File: src/rtl/vzre_pkg.sv
// Shared types and constants for the voxel zero-run encoder.
// Used by the front, the command queue, the back and the top level.
`default_nettype none

package vzre_pkg;

    localparam int VALUE_W   = 8;
    localparam int COLOR_W   = 8;
    localparam int RUN_W     = 13;
    localparam int MINRUN_W  = 4;
    localparam int ZCNT_W    = 3;   // up to seven short-run zero pairs
    localparam int QDEPTH    = 4;
    localparam int QPTR_W    = $clog2(QDEPTH);
    localparam int QCNT_W    = $clog2(QDEPTH + 1);

    localparam logic [RUN_W-1:0]    RUN_MAX       = 13'd8191;
    localparam logic [MINRUN_W-1:0] MIN_RUN_RESET = 4'd3;
    localparam logic [MINRUN_W-1:0] MIN_RUN_LOW   = 4'd2;
    localparam logic [MINRUN_W-1:0] MIN_RUN_HIGH  = 4'd8;

    localparam logic KIND_PAIR = 1'b0;
    localparam logic KIND_RUN  = 1'b1;

    // One classified item: an optional flush (run record or short zeros),
    // then an optional value/colour pair.
    typedef struct packed {
        logic                run;
        logic [ZCNT_W-1:0]   nzeros;
        logic [RUN_W-1:0]    run_len;
        logic                pair;
        logic [VALUE_W-1:0]  value;
        logic [COLOR_W-1:0]  color;
    } t_cmd;

endpackage

`default_nettype wire

File: src/rtl/vzre_front.sv
// Front end: accepts voxels, counts zero runs and classifies each item
// into a queue command. Depends on vzre_pkg.
`default_nettype none

module vzre_front (
    input  wire logic                          i_clk,
    input  wire logic                          i_rst_n,
    input  wire logic                          i_cfg_wr_en,
    input  wire logic [vzre_pkg::MINRUN_W-1:0] i_cfg_wr_data,
    input  wire logic                          i_in_valid,
    input  wire logic [vzre_pkg::VALUE_W-1:0]  i_voxel_value,
    input  wire logic [vzre_pkg::COLOR_W-1:0]  i_voxel_color,
    input  wire logic                          i_end_of_chunk,
    input  wire logic                          i_q_full,
    output logic                               o_in_stall,
    output logic                               o_push,
    output vzre_pkg::t_cmd                     o_cmd
);

    logic [vzre_pkg::MINRUN_W-1:0] r_min_run;
    logic [vzre_pkg::RUN_W-1:0]    r_pending;
    logic [vzre_pkg::RUN_W-1:0]    n_pending;
    logic [vzre_pkg::MINRUN_W-1:0] limit;
    logic [vzre_pkg::RUN_W-1:0]    inc;
    logic [vzre_pkg::RUN_W-1:0]    flush_len;
    logic                          accept;
    logic                          is_zero;

    assign o_in_stall = i_q_full;
    assign accept     = i_in_valid && !i_q_full;
    assign is_zero    = (i_voxel_value == '0);
    assign inc        = r_pending + 1'b1;

    // Clamp the configured minimum into its meaningful range
    always_comb begin
        if (r_min_run < vzre_pkg::MIN_RUN_LOW) begin
            limit = vzre_pkg::MIN_RUN_LOW;
        end else if (r_min_run > vzre_pkg::MIN_RUN_HIGH) begin
            limit = vzre_pkg::MIN_RUN_HIGH;
        end else begin
            limit = r_min_run;
        end
    end

    // Classify the item and work out the next pending count
    always_comb begin
        n_pending = r_pending;
        o_push    = 1'b0;
        flush_len = is_zero ? inc : r_pending;
        o_cmd.run     = (flush_len >= {{(vzre_pkg::RUN_W-vzre_pkg::MINRUN_W){1'b0}}, limit});
        o_cmd.nzeros  = o_cmd.run ? '0 : flush_len[vzre_pkg::ZCNT_W-1:0];
        o_cmd.run_len = flush_len;
        o_cmd.pair    = !is_zero;
        o_cmd.value   = i_voxel_value;
        o_cmd.color   = i_voxel_color;
        if (is_zero) begin
            // an empty flush leaves run clear and nzeros zero
            if (i_end_of_chunk || inc == vzre_pkg::RUN_MAX) begin
                o_push    = accept;
                n_pending = '0;
            end else begin
                n_pending = inc;
            end
        end else begin
            o_push    = accept;
            n_pending = '0;
            if (r_pending == '0) begin
                o_cmd.run = 1'b0;
            end
        end
    end

    // Hold the minimum run register and the pending zero count
    always_ff @(posedge i_clk) begin
        if (!i_rst_n) begin
            r_min_run <= vzre_pkg::MIN_RUN_RESET;
            r_pending <= '0;
        end else begin
            if (i_cfg_wr_en) begin
                r_min_run <= i_cfg_wr_data;
            end
            if (accept) begin
                r_pending <= n_pending;
            end
        end
    end

endmodule

`default_nettype wire

File: src/rtl/vzre_cmd_fifo.sv
// Short command queue between the front and the back end.
// Depends on vzre_pkg.
`default_nettype none

module vzre_cmd_fifo (
    input  wire logic           i_clk,
    input  wire logic           i_rst_n,
    input  wire logic           i_push,
    input  wire vzre_pkg::t_cmd i_cmd,
    input  wire logic           i_pop,
    output logic                o_full,
    output logic                o_empty,
    output vzre_pkg::t_cmd      o_head
);

    vzre_pkg::t_cmd                r_mem [vzre_pkg::QDEPTH];
    logic [vzre_pkg::QPTR_W-1:0]   r_wr_ptr;
    logic [vzre_pkg::QPTR_W-1:0]   r_rd_ptr;
    logic [vzre_pkg::QCNT_W-1:0]   r_count;

    assign o_full  = (r_count == vzre_pkg::QCNT_W'(vzre_pkg::QDEPTH));
    assign o_empty = (r_count == '0);
    assign o_head  = r_mem[r_rd_ptr];

    // Write the entry
    always_ff @(posedge i_clk) begin
        if (i_push) begin
            r_mem[r_wr_ptr] <= i_cmd;
        end
    end

    // Advance pointers and occupancy
    always_ff @(posedge i_clk) begin
        if (!i_rst_n) begin
            r_wr_ptr <= '0;
            r_rd_ptr <= '0;
            r_count  <= '0;
        end else begin
            if (i_push) begin
                r_wr_ptr <= r_wr_ptr + 1'b1;
            end
            if (i_pop) begin
                r_rd_ptr <= r_rd_ptr + 1'b1;
            end
            if (i_push && !i_pop) begin
                r_count <= r_count + 1'b1;
            end else if (i_pop && !i_push) begin
                r_count <= r_count - 1'b1;
            end
        end
    end

endmodule

`default_nettype wire

File: src/rtl/vzre_back.sv
// Back end: expands queued commands into result records, one per cycle
// while the output is not stalled, into the output register. Depends on vzre_pkg.
`default_nettype none

module vzre_back (
    input  wire logic                         i_clk,
    input  wire logic                         i_rst_n,
    input  wire logic                         i_q_empty,
    input  wire vzre_pkg::t_cmd               i_head,
    output logic                              o_pop,
    input  wire logic                         i_out_stall,
    output logic                              o_out_valid,
    output logic                              o_record_kind,
    output logic [vzre_pkg::VALUE_W-1:0]      o_out_value,
    output logic [vzre_pkg::COLOR_W-1:0]      o_out_color,
    output logic [vzre_pkg::RUN_W-1:0]        o_run_length,
    output logic                              o_last_of_item
);

    logic                          r_valid;
    logic                          r_kind;
    logic [vzre_pkg::VALUE_W-1:0]  r_value;
    logic [vzre_pkg::COLOR_W-1:0]  r_color;
    logic [vzre_pkg::RUN_W-1:0]    r_len;
    logic                          r_last;
    logic [vzre_pkg::ZCNT_W-1:0]   r_idx;

    logic                          load;
    logic                          take;
    logic [vzre_pkg::ZCNT_W-1:0]   n_flush;
    logic                          in_flush;
    logic                          n_kind;
    logic [vzre_pkg::VALUE_W-1:0]  n_value;
    logic [vzre_pkg::COLOR_W-1:0]  n_color;
    logic [vzre_pkg::RUN_W-1:0]    n_len;
    logic                          n_last;

    assign load     = !r_valid || !i_out_stall;
    assign take     = load && !i_q_empty;
    assign n_flush  = i_head.run ? vzre_pkg::ZCNT_W'(1) : i_head.nzeros;
    assign in_flush = (r_idx < n_flush);
    assign o_pop    = take && n_last;

    // Pick the next record of the head command
    always_comb begin
        if (in_flush) begin
            n_kind  = i_head.run ? vzre_pkg::KIND_RUN : vzre_pkg::KIND_PAIR;
            n_value = '0;
            n_color = '0;
            n_len   = i_head.run ? i_head.run_len : '0;
            n_last  = (r_idx == n_flush - 1'b1) && !i_head.pair;
        end else begin
            n_kind  = vzre_pkg::KIND_PAIR;
            n_value = i_head.value;
            n_color = i_head.color;
            n_len   = '0;
            n_last  = 1'b1;
        end
    end

    // Advance the record index within the command
    always_ff @(posedge i_clk) begin
        if (!i_rst_n) begin
            r_idx   <= '0;
            r_valid <= 1'b0;
        end else begin
            if (take) begin
                r_idx <= n_last ? '0 : r_idx + 1'b1;
            end
            if (load) begin
                r_valid <= !i_q_empty;
            end
        end
    end

    // Load the output register
    always_ff @(posedge i_clk) begin
        if (take) begin
            r_kind  <= n_kind;
            r_value <= n_value;
            r_color <= n_color;
            r_len   <= n_len;
            r_last  <= n_last;
        end
    end

    assign o_out_valid    = r_valid;
    assign o_record_kind  = r_kind;
    assign o_out_value    = r_value;
    assign o_out_color    = r_color;
    assign o_run_length   = r_len;
    assign o_last_of_item = r_last;

endmodule

`default_nettype wire

File: src/rtl/voxel_zero_run_encoder_unit.sv
// Top level of the voxel zero-run encoder: front classifier, command queue
// and record expander. Depends on vzre_pkg, vzre_front, vzre_cmd_fifo, vzre_back.
//
//   channel | valid       | stall       | payload
//   --------+-------------+-------------+------------------------------------------
//   input   | i_in_valid  | o_in_stall  | i_voxel_value, i_voxel_color, i_end_of_chunk
//   output  | o_out_valid | i_out_stall | o_record_kind, o_out_value, o_out_color,
//           |             |             | o_run_length, o_last_of_item
//   config  | i_cfg_wr_en | -           | i_cfg_wr_data
//
// One voxel is taken per cycle while the four-entry command queue has room.
// The back end issues one record per cycle while the output is not stalled, so a
// flush of n short-run zeros plus a pair yields n+1 records; the queue absorbs such bursts.
// The first record of an item passes through the command queue, then the output register.
// Synchronous active-low reset clears the pending count, queue and output valid.
`default_nettype none

module voxel_zero_run_encoder_unit (
    input  wire logic                          i_clk,
    input  wire logic                          i_rst_n,
    input  wire logic                          i_cfg_wr_en,
    input  wire logic [vzre_pkg::MINRUN_W-1:0] i_cfg_wr_data,
    input  wire logic                          i_in_valid,
    output logic                               o_in_stall,
    input  wire logic [vzre_pkg::VALUE_W-1:0]  i_voxel_value,
    input  wire logic [vzre_pkg::COLOR_W-1:0]  i_voxel_color,
    input  wire logic                          i_end_of_chunk,
    output logic                               o_out_valid,
    input  wire logic                          i_out_stall,
    output logic                               o_record_kind,
    output logic [vzre_pkg::VALUE_W-1:0]       o_out_value,
    output logic [vzre_pkg::COLOR_W-1:0]       o_out_color,
    output logic [vzre_pkg::RUN_W-1:0]         o_run_length,
    output logic                               o_last_of_item
);

    logic           push;
    logic           pop;
    logic           q_full;
    logic           q_empty;
    vzre_pkg::t_cmd push_cmd;
    vzre_pkg::t_cmd head_cmd;

    // Classify incoming voxels
    vzre_front u_front (
        .i_clk          (i_clk),
        .i_rst_n        (i_rst_n),
        .i_cfg_wr_en    (i_cfg_wr_en),
        .i_cfg_wr_data  (i_cfg_wr_data),
        .i_in_valid     (i_in_valid),
        .i_voxel_value  (i_voxel_value),
        .i_voxel_color  (i_voxel_color),
        .i_end_of_chunk (i_end_of_chunk),
        .i_q_full       (q_full),
        .o_in_stall     (o_in_stall),
        .o_push         (push),
        .o_cmd          (push_cmd)
    );

    // Buffer commands
    vzre_cmd_fifo u_fifo (
        .i_clk   (i_clk),
        .i_rst_n (i_rst_n),
        .i_push  (push),
        .i_cmd   (push_cmd),
        .i_pop   (pop),
        .o_full  (q_full),
        .o_empty (q_empty),
        .o_head  (head_cmd)
    );

    // Expand commands into records
    vzre_back u_back (
        .i_clk          (i_clk),
        .i_rst_n        (i_rst_n),
        .i_q_empty      (q_empty),
        .i_head         (head_cmd),
        .o_pop          (pop),
        .i_out_stall    (i_out_stall),
        .o_out_valid    (o_out_valid),
        .o_record_kind  (o_record_kind),
        .o_out_value    (o_out_value),
        .o_out_color    (o_out_color),
        .o_run_length   (o_run_length),
        .o_last_of_item (o_last_of_item)
    );

endmodule

`default_nettype wire
File: config.mk
export PLATFORM = sky130hd
export DESIGN_NAME = voxel_zero_run_encoder_unit
export DESIGN_NICKNAME = d
export VERILOG_FILES = /design/src/rtl/vzre_pkg.sv /design/src/rtl/vzre_front.sv /design/src/rtl/vzre_cmd_fifo.sv /design/src/rtl/vzre_back.sv /design/src/rtl/voxel_zero_run_encoder_unit.sv
export SDC_FILE = /design/constraint.sdc
export NUM_CORES = 1
export LEC_CHECK = 0
export ABC_AREA = 0
export BUFFER_PORTS_ARGS = -buffer_cell sky130_fd_sc_hd__buf_2
export CAP_MARGIN = 20
export CORE_MARGIN = 2
export CORE_UTILIZATION = 62
export CTS_BUF_LIST = sky130_fd_sc_hd__clkbuf_8
export DETAILED_ROUTE_END_ITERATION = 10
export GPL_ROUTABILITY_DRIVEN = 0
export PLACE_DENSITY = 0.92
export SYNTH_ARGS = -nofsm -noshare
export SYNTH_HDL_FRONTEND = slang
export SYNTH_SLANG_ARGS = --single-unit
File: constraint.sdc
create_clock -name i_clk -period 4.5 [get_ports i_clk]
set_input_delay 0.9 -clock i_clk [delete_from_list [all_inputs] [get_ports i_clk]]
set_output_delay 0.9 -clock i_clk [all_outputs]
set_load 0.03 [all_outputs]
==> summary.txt, run 1 <==
Worst Skew: 0.0148 ns
ANT cells: 0
core area: 13200 sq um
Yosys top cell by area: edfxtp_1
min-delay src: u_front.r_min_run[0]$_SDFFE_PN1P_
row count: 42
final setup vio count: 0
Sum Neg Setup Slack: 0 ns
via count: 5273
first-pass GRT wire length: 29.3 mm
Mean Syn Cell Area: 15.2 sq um
Fillers: 789
Post-Route WL: 19.2 mm
Slew headroom: 52.3%
hold path depth: 2
drt drc: 0
most common cell after layout, fill and taps aside: edfxtp_1
Routed WL per cell: 24.2 um
area growth from synthesis to layout: 11.3%
hold crit path type: flip-flop to flip-flop
H-tree depth: 4
Post-synth EDFFs: 167
detailed-route vias per instance: 6.62
Synthesis Warnings: 0
global route overflow: 0
vias in the first global route: 5144
Worst Hold Endpoint: u_front.r_min_run[0]$_SDFFE_PN1P_
Num CTS Buffers: 17
pin count of the biggest net entering global routing: 44
critical-path maximum fanout: 17
slowest stage delay, CP: 0.69 ns
leakage power: 3.28 nW
post-synthesis sequential area ratio: 66.8%
CTS Root Cell: clkbuf_8
share of the synthesized area in the top cell type: 59.7%
VDD IR max: 0.328 mV
CP Capture Type: flip-flop
setup slack, reg-to-reg: 0.49 ns
Worst R2R End: u_fifo.r_count[2]$_SDFFE_PN0P_
max-cap violation count: 0
Clock Tree Buf Depth: 2
Die Y: 120 um
gr usage total: 27.7%
pwr dens: 609 nW/um^2
CTS resizes: 0
DRT Pass-1 Iters: 5
distinct cell type count after synthesis: 59
Slew Limit Fails: 0
pre-CTS setup slack: 0.269 ns
Yosys reg bits: 197
# clock sinks: 197
crit path cell chain: mux4_2 > or2_2 > inv_1 > ha_1 > xor2_1 > xnor2_1 > nor4_2 > buf_4 > nand2b_1 > nand2_1 > ha_1 > inv_1 > fa_1 > xor2_1 > or3_1 > a21oi_1
Top delay family on crit path: simple AND/OR/NAND/NOR gates
PnR worst setup slack: 0.491 ns
hold_buf cts: 0
Slew @ Worst Pin: 0.712 ns
period utilisation layout: 89.1%
Die Width: 120 um
CP bufs+invs: 3
Synth area leaders: edfxtp_1 (60%), mux4_2 (9.1%), dfxtp_1 (7.1%)
Syn Inst Count: 551
FFs w/ async S/R, synth: 0%
fmax: 249 MHz
syn_nets: 595
Worst-Skew Late Latency: 0.46 ns
Iter 0 DRT Violations: 741
outcome: finished clean
critical path class: flip-flop to flip-flop
worst r2r path cells: 16
CTS tree: built
post-route antenna net violation count: 0
RSZ-0062 raised after global routing: no
Final nets: 652
worst path required time: 4.88 ns
IO buf count: 58
Reg clk slew, reported paths: 0.09 ns
placed wire-length estimate: 11.6 mm
crit path DAT: 4.39 ns
Final Hold Fails: 0
Boundary Pins: 59
most common flop cell mapped by yosys: edfxtp_1
most frequent cells in the layout: edfxtp_1 (167), buf_2 (58), nand2_1 (34), mux4_2 (34), dfxtp_1 (29)
post-layout min period: 4.01 ns
element type at the critical path start: flip-flop
initial antenna violation count: 0
die area: 14500 sq um
synthesized area: 8400 sq um
share of cells above drive strength 1: 23.5%
Slowest cell on crit path: mux4_2
Post-CTS Setup Repair Bufs: 0
Initial Util: 63.4%
-- metrics by stage --
step,util (%),power [mW],instances,instance area (sq um),hold WS (ns)
6_report,70.6,5.70,796,9350,0.492
5_1_grt,70.6,5.90,796,9350,0.518
4_1_cts,70.6,5.71,796,9350,0.495
3_5_place_dp,67.1,4.37,765,8890,0.467
3_3_place_gp,67.1,4.25,765,8890,0.468
2_1_floorplan,-,3.85,551,8400,0.442
-- synthesized netlist by cell type (all sizes together), types with 4 or more instances --
master,n
a31oi,5
mux4,34
nand3,18
and2,7
nor2b,20
nor4,5
o21ai,8
nand2b,6
a21oi,8
nor2,18
nor3,6
and3,16
a22oi,4
mux2i,5
inv,24
clkbuf,22
xnor2,15
a21o,4
ha,17
buf,13
nand4,13
edfxtp,167
o311ai,4
nand2,34
o22ai,6
xor2,6
dfxtp,30
-- worst reg2reg max path: cells and delay by family (launching register included) --
kind            cells  cell delay (ns)
compound gates      1             0.15
mux                 1             0.69
flops               1             0.41
buf+inv             3             0.30
fa+ha+maj           3             0.77
simple gates        5             1.05
xor+xnor            3             0.57
-- cells by family (layout without fill, tap and decap cells) --
logic type      after synthesis  in the layout  synth area share (%)
fa+ha+maj                    18             18                  2.77
flops                       197            197                  66.8
xor+xnor                     21             21                  2.41
mux                          40             40                  9.85
buf+inv                      59            128                  2.86
simple gates                158            158                  10.4
compound gates               58             58                  4.87
-- sequential cells by signal, indices dropped and copies added (netlist names), named ones only --
register               cells
u_front.r_min_run          4
u_front.r_pending         13
u_back.o_last_of_item      1
u_back.r_idx               3
u_back.o_out_color         8
u_fifo.r_count             3
u_back.o_record_kind       1
u_back.o_out_valid         1
u_fifo.r_wr_ptr            2
u_fifo.r_rd_ptr            2
u_back.o_run_length       13
u_fifo.r_mem             136
u_back.o_out_value         8
-- report_power, final --
group	internal, mW	switching [mW]	total [mW]	leakage, nW
combinational	0.676	1.18	1.86	1.24
clock	0.712	0.597	1.31	0.233
sequential	2.39	0.141	2.53	1.80
-- how the worst max path moves through the flow --
stage | depth (start not counted) | slack (ns) | to
finish | 16 | 0.49 | u_fifo.r_count[2]$_SDFFE_PN0P_
global route | 16 | 0.35 | u_fifo.r_count[2]$_SDFFE_PN0P_
CTS | 16 | 0.48 | u_fifo.r_count[2]$_SDFFE_PN0P_
detailed placement | 13 | 0.27 | u_fifo.r_mem[0][31]$_DFFE_PP_
global placement | 13 | 0.67 | u_fifo.r_mem[0][33]$_DFFE_PP_
floorplan | 15 | 0.80 | u_fifo.r_count[2]$_SDFFE_PN0P_
-- final cells by class --
| class | count | area (sq um) | share of cell area [%] |
|---|---|---|---|
| inverter | 24 | 90.1 | 0.963 |
| timing repair buffer | 73 | 403 | 4.31 |
| sequential | 197 | 5620 | 60.0 |
| multi-input combinational | 295 | 2560 | 27.4 |
| clock buffer | 17 | 234 | 2.50 |
| tap | 176 | 220 | 2.35 |
| clock inverter | 14 | 230 | 2.46 |
-- metal layers --
metal / wire length [um] / track usage, % / up-vias / part of all wire, %
li1: - / - / 2222 / -
met1: 7270 / 36.2 / 2572 / 38
met2: 9380 / 44.8 / 407 / 49
met3: 1950 / 7.31 / 72 / 10
met4: 634 / 10.5 / 0 / 3.3
met5: 0 / 0 / - / 0
Power figures use the tool's default switching activity.
==> run 2, diff against run 1 <==
- CAP_MARGIN: 20 -> unset
- GPL_TIMING_DRIVEN: unset -> 0
==> run 2 against run 1 <==
Compared with the run above:
- maximum frequency decreased by 8.4%
- wire length up 0.97%
- sequential cell count is the same
- critical path type is now primary input to flip-flop
- cell count grew 2.8%
- sequential power hardly changed
- critical endpoint is now u_fifo.r_mem[2][30]$_DFFE_PP_
- clock skew up 0.0013 ns
- worst setup slack lost 0.37 ns
- critical path depth shrank 3
- clock power fell by 9.9%
==> summary.txt, run 2 (synthesized netlist as in run 1, its figures left out) <==
period utilisation layout: 97.3% (+8.2 points)
Net Sw Frac: 35.3% (+1.6 points)
Flop pwr share: 44.3% (about the same)
final setup vio count: 0 (unchanged)
drt drc: 0 (unchanged)
Worst R2R End: u_fifo.r_count[2]$_SDFFE_PN0P_
critical path class: primary input to flip-flop
Slew headroom: 33.6% (-19 points)
Worst-Skew Late Latency: 0.47 ns (about the same)
Iter 0 DRT Violations: 781 (+5.4%)
Sum Neg Setup Slack: 0 ns (unchanged)
gr usage total: 27.8% (+0.15 points)
Final nets: 672 (+3.1%)
Worst Skew: 0.0161 ns (+0.00131 ns)
clock share of power: 20.9% (-2.1 points)
# clock sinks: 197 (unchanged)
CP Capture Type: flip-flop
via count: 5289 (+0.30%)
internal power: 3.66 mW (-3.2%)
Slowest cell on crit path: a2111oi_0
setup slack, reg-to-reg: 0.33 ns (-0.16 ns)
element type at the critical path start: primary input
Crit. Startpoint: i_voxel_value[1]
Die Y: 120 um (unchanged)
row count: 42 (unchanged)
Final Hold Fails: 0 (unchanged)
slowest stage delay, CP: 0.55 ns (-0.14 ns)
hold_buf cts: 0 (unchanged)
max FFs per register: 136 (unchanged)
first-pass GRT wire length: 29.4 mm (+0.45%)
CTS tree: built
Num CTS Buffers: 17 (unchanged)
detailed-route vias per instance: 6.47 (-2.4%)
max-cap violation count: 0 (unchanged)
placed wire-length estimate: 12.8 mm (+10%)
most flop-heavy register: u_fifo.r_mem
area growth from synthesis to layout: 11.8%
fin cells: 818 (+2.8%)
Reg clk slew, reported paths: 0.09 ns (about the same)
crit path to: u_fifo.r_mem[2][30]$_DFFE_PP_
worst r2r path cells: 15 (-1)
post-route antenna net violation count: 0 (unchanged)
outcome: finished clean
most common cell after layout, fill and taps aside: edfxtp_1
VDD IR max: 0.365 mV (+11%)
Psw: 1.99 mW (+3.8%)
leakage power: 3.30 nW (+0.53%)
share of cells above drive strength 1: 24.0% (+0.48 points)
crit path DAT: 4.63 ns (+0.24 ns)
H-tree depth: 4 (unchanged)
Post-Route WL: 19.4 mm (+0.97%)
Clock Tree Buf Depth: 2 (unchanged)
Routed WL per cell: 23.7 um (-1.7%)
pin count of the biggest net entering global routing: 35 (-20%)
Post-CTS Setup Repair Bufs: 0 (unchanged)
global route overflow: 0 (unchanged)
IO buf count: 57 (-1.7%)
Boundary Pins: 59 (unchanged)
critical-path maximum fanout: 10 (-7)
worst path required time: 4.75 ns (-0.13 ns)
CTS Root Cell: clkbuf_8
DRT Pass-1 Iters: 6 (+1)
Combinational Power Share: 34.8% (+2.2 points)
fmax: 228 MHz (-8.4%)
initial antenna violation count: 1 (+1)
pwr dens: 602 nW/um^2 (-1.2%)
die area: 14500 sq um (unchanged)
Die Width: 120 um (unchanged)
hold crit path type: flip-flop to flip-flop
post-layout min period: 4.38 ns (+0.368 ns)
CP most frequent cell: buf_2
core area: 13200 sq um (unchanged)
Fillers: 807 (+2.3%)
Initial Util: 63.4% (unchanged)
Slew @ Worst Pin: 0.996 ns (+0.284 ns)
Slew Limit Fails: 0 (unchanged)
cell count after placement: 785 (+2.6%)
most frequent cells in the layout: edfxtp_1 (167), buf_2 (67), nand2_1 (34), mux4_2 (34), dfxtp_1 (30)
vias in the first global route: 5293 (+2.9%)
crit path cell chain: buf_2 > nor4_2 > and2_1 > buf_2 > buf_2 > nand2_1 > o21ai_0 > ha_1 > a21o_1 > a21o_1 > a2111oi_0 > nand4b_1 > nor2_1
## run 2: cell types whose count changed in the layout (fill, tap and decap cells not counted), sizes merged
cell / change
diode: +1
clkinv: +1
bufinv: -3
clkinvlp: +1
inv: +2
clkbuf: +22
buf: -2
## run 2: what timing repair did
item,CTS,global route
endpoints found under the setup margin,6,17
resized for setup,2,6
gates cloned,0,0
hold endpoints to repair,0,0
## run 2: cell type report
type | count | area [sq um] | share of cell area, %
tap | 176 | 220 | 2.35
clock buffer | 17 | 234 | 2.49
inverter | 24 | 90.1 | 0.959
sequential | 197 | 5620 | 59.8
multi-input combinational | 295 | 2580 | 27.5
buffer | 35 | 153 | 1.63
clock inverter | 15 | 178 | 1.89
antenna | 1 | 2.50 | 0.0267
timing repair buffer | 58 | 313 | 3.33
## run 2: stage by stage
stage	cell area, sq um	util [%]	total power, mW	setup WS, ns	hold slack (ns)
final	9390	70.9	5.65	0.124	0.474
after global routing	9390	70.9	5.87	-0.0243	0.513
after CTS	9360	70.7	5.66	0.0110	0.476
after detailed placement	8940	67.5	4.48	-0.457	0.458
after global placement	8910	67.3	4.27	-0.308	0.458
after floorplan	8400	-	3.85	0.801	0.442
## run 2: worst min-delay path by stage
stage	endpoint	start	cells past startpoint
CTS	u_back.o_out_valid$_SDFFE_PN0P_	u_back.o_out_valid$_SDFFE_PN0P_	2
global route	u_back.o_out_valid$_SDFFE_PN0P_	u_back.o_out_valid$_SDFFE_PN0P_	2
floorplan	u_front.r_min_run[0]$_SDFFE_PN1P_	u_front.r_min_run[0]$_SDFFE_PN1P_	2
detailed placement	u_back.o_out_valid$_SDFFE_PN0P_	u_back.o_out_valid$_SDFFE_PN0P_	2
global placement	u_back.o_out_valid$_SDFFE_PN0P_	u_back.o_out_valid$_SDFFE_PN0P_	2
finish	u_back.o_out_valid$_SDFFE_PN0P_	u_back.o_out_valid$_SDFFE_PN0P_	2
## run 2: worst max-delay path: cells and delay by family
| family | cells | cell delay (ns) |
|---|---|---|
| buffers and inverters | 3 | 0.59 |
| AO/OA/AOI/OAI | 4 | 1.24 |
| AND/OR/NAND/NOR | 5 | 1.51 |
| adder cells (fa/ha/maj) | 1 | 0.36 |
## run 2: power groups by stage
stage               Combinational (mW)  Sequential [mW]  Clock, mW
finish                            1.97             2.50       1.18
global route                      2.10             2.53       1.25
CTS                               1.97             2.50       1.19
detailed placement                1.94             2.54          0
global placement                  1.76             2.52          0
floorplan                         1.03             2.82          0
## run 2: routing by layer
metal  up-vias  part of all wire [%]  global-route usage (%)
li1       2270                     -                       -
met1      2618                    37                    35.7
met2       354                    50                    45.9
met3        47                    10                    7.64
met4         0                   2.8                    10.2
met5         -                     0                       0
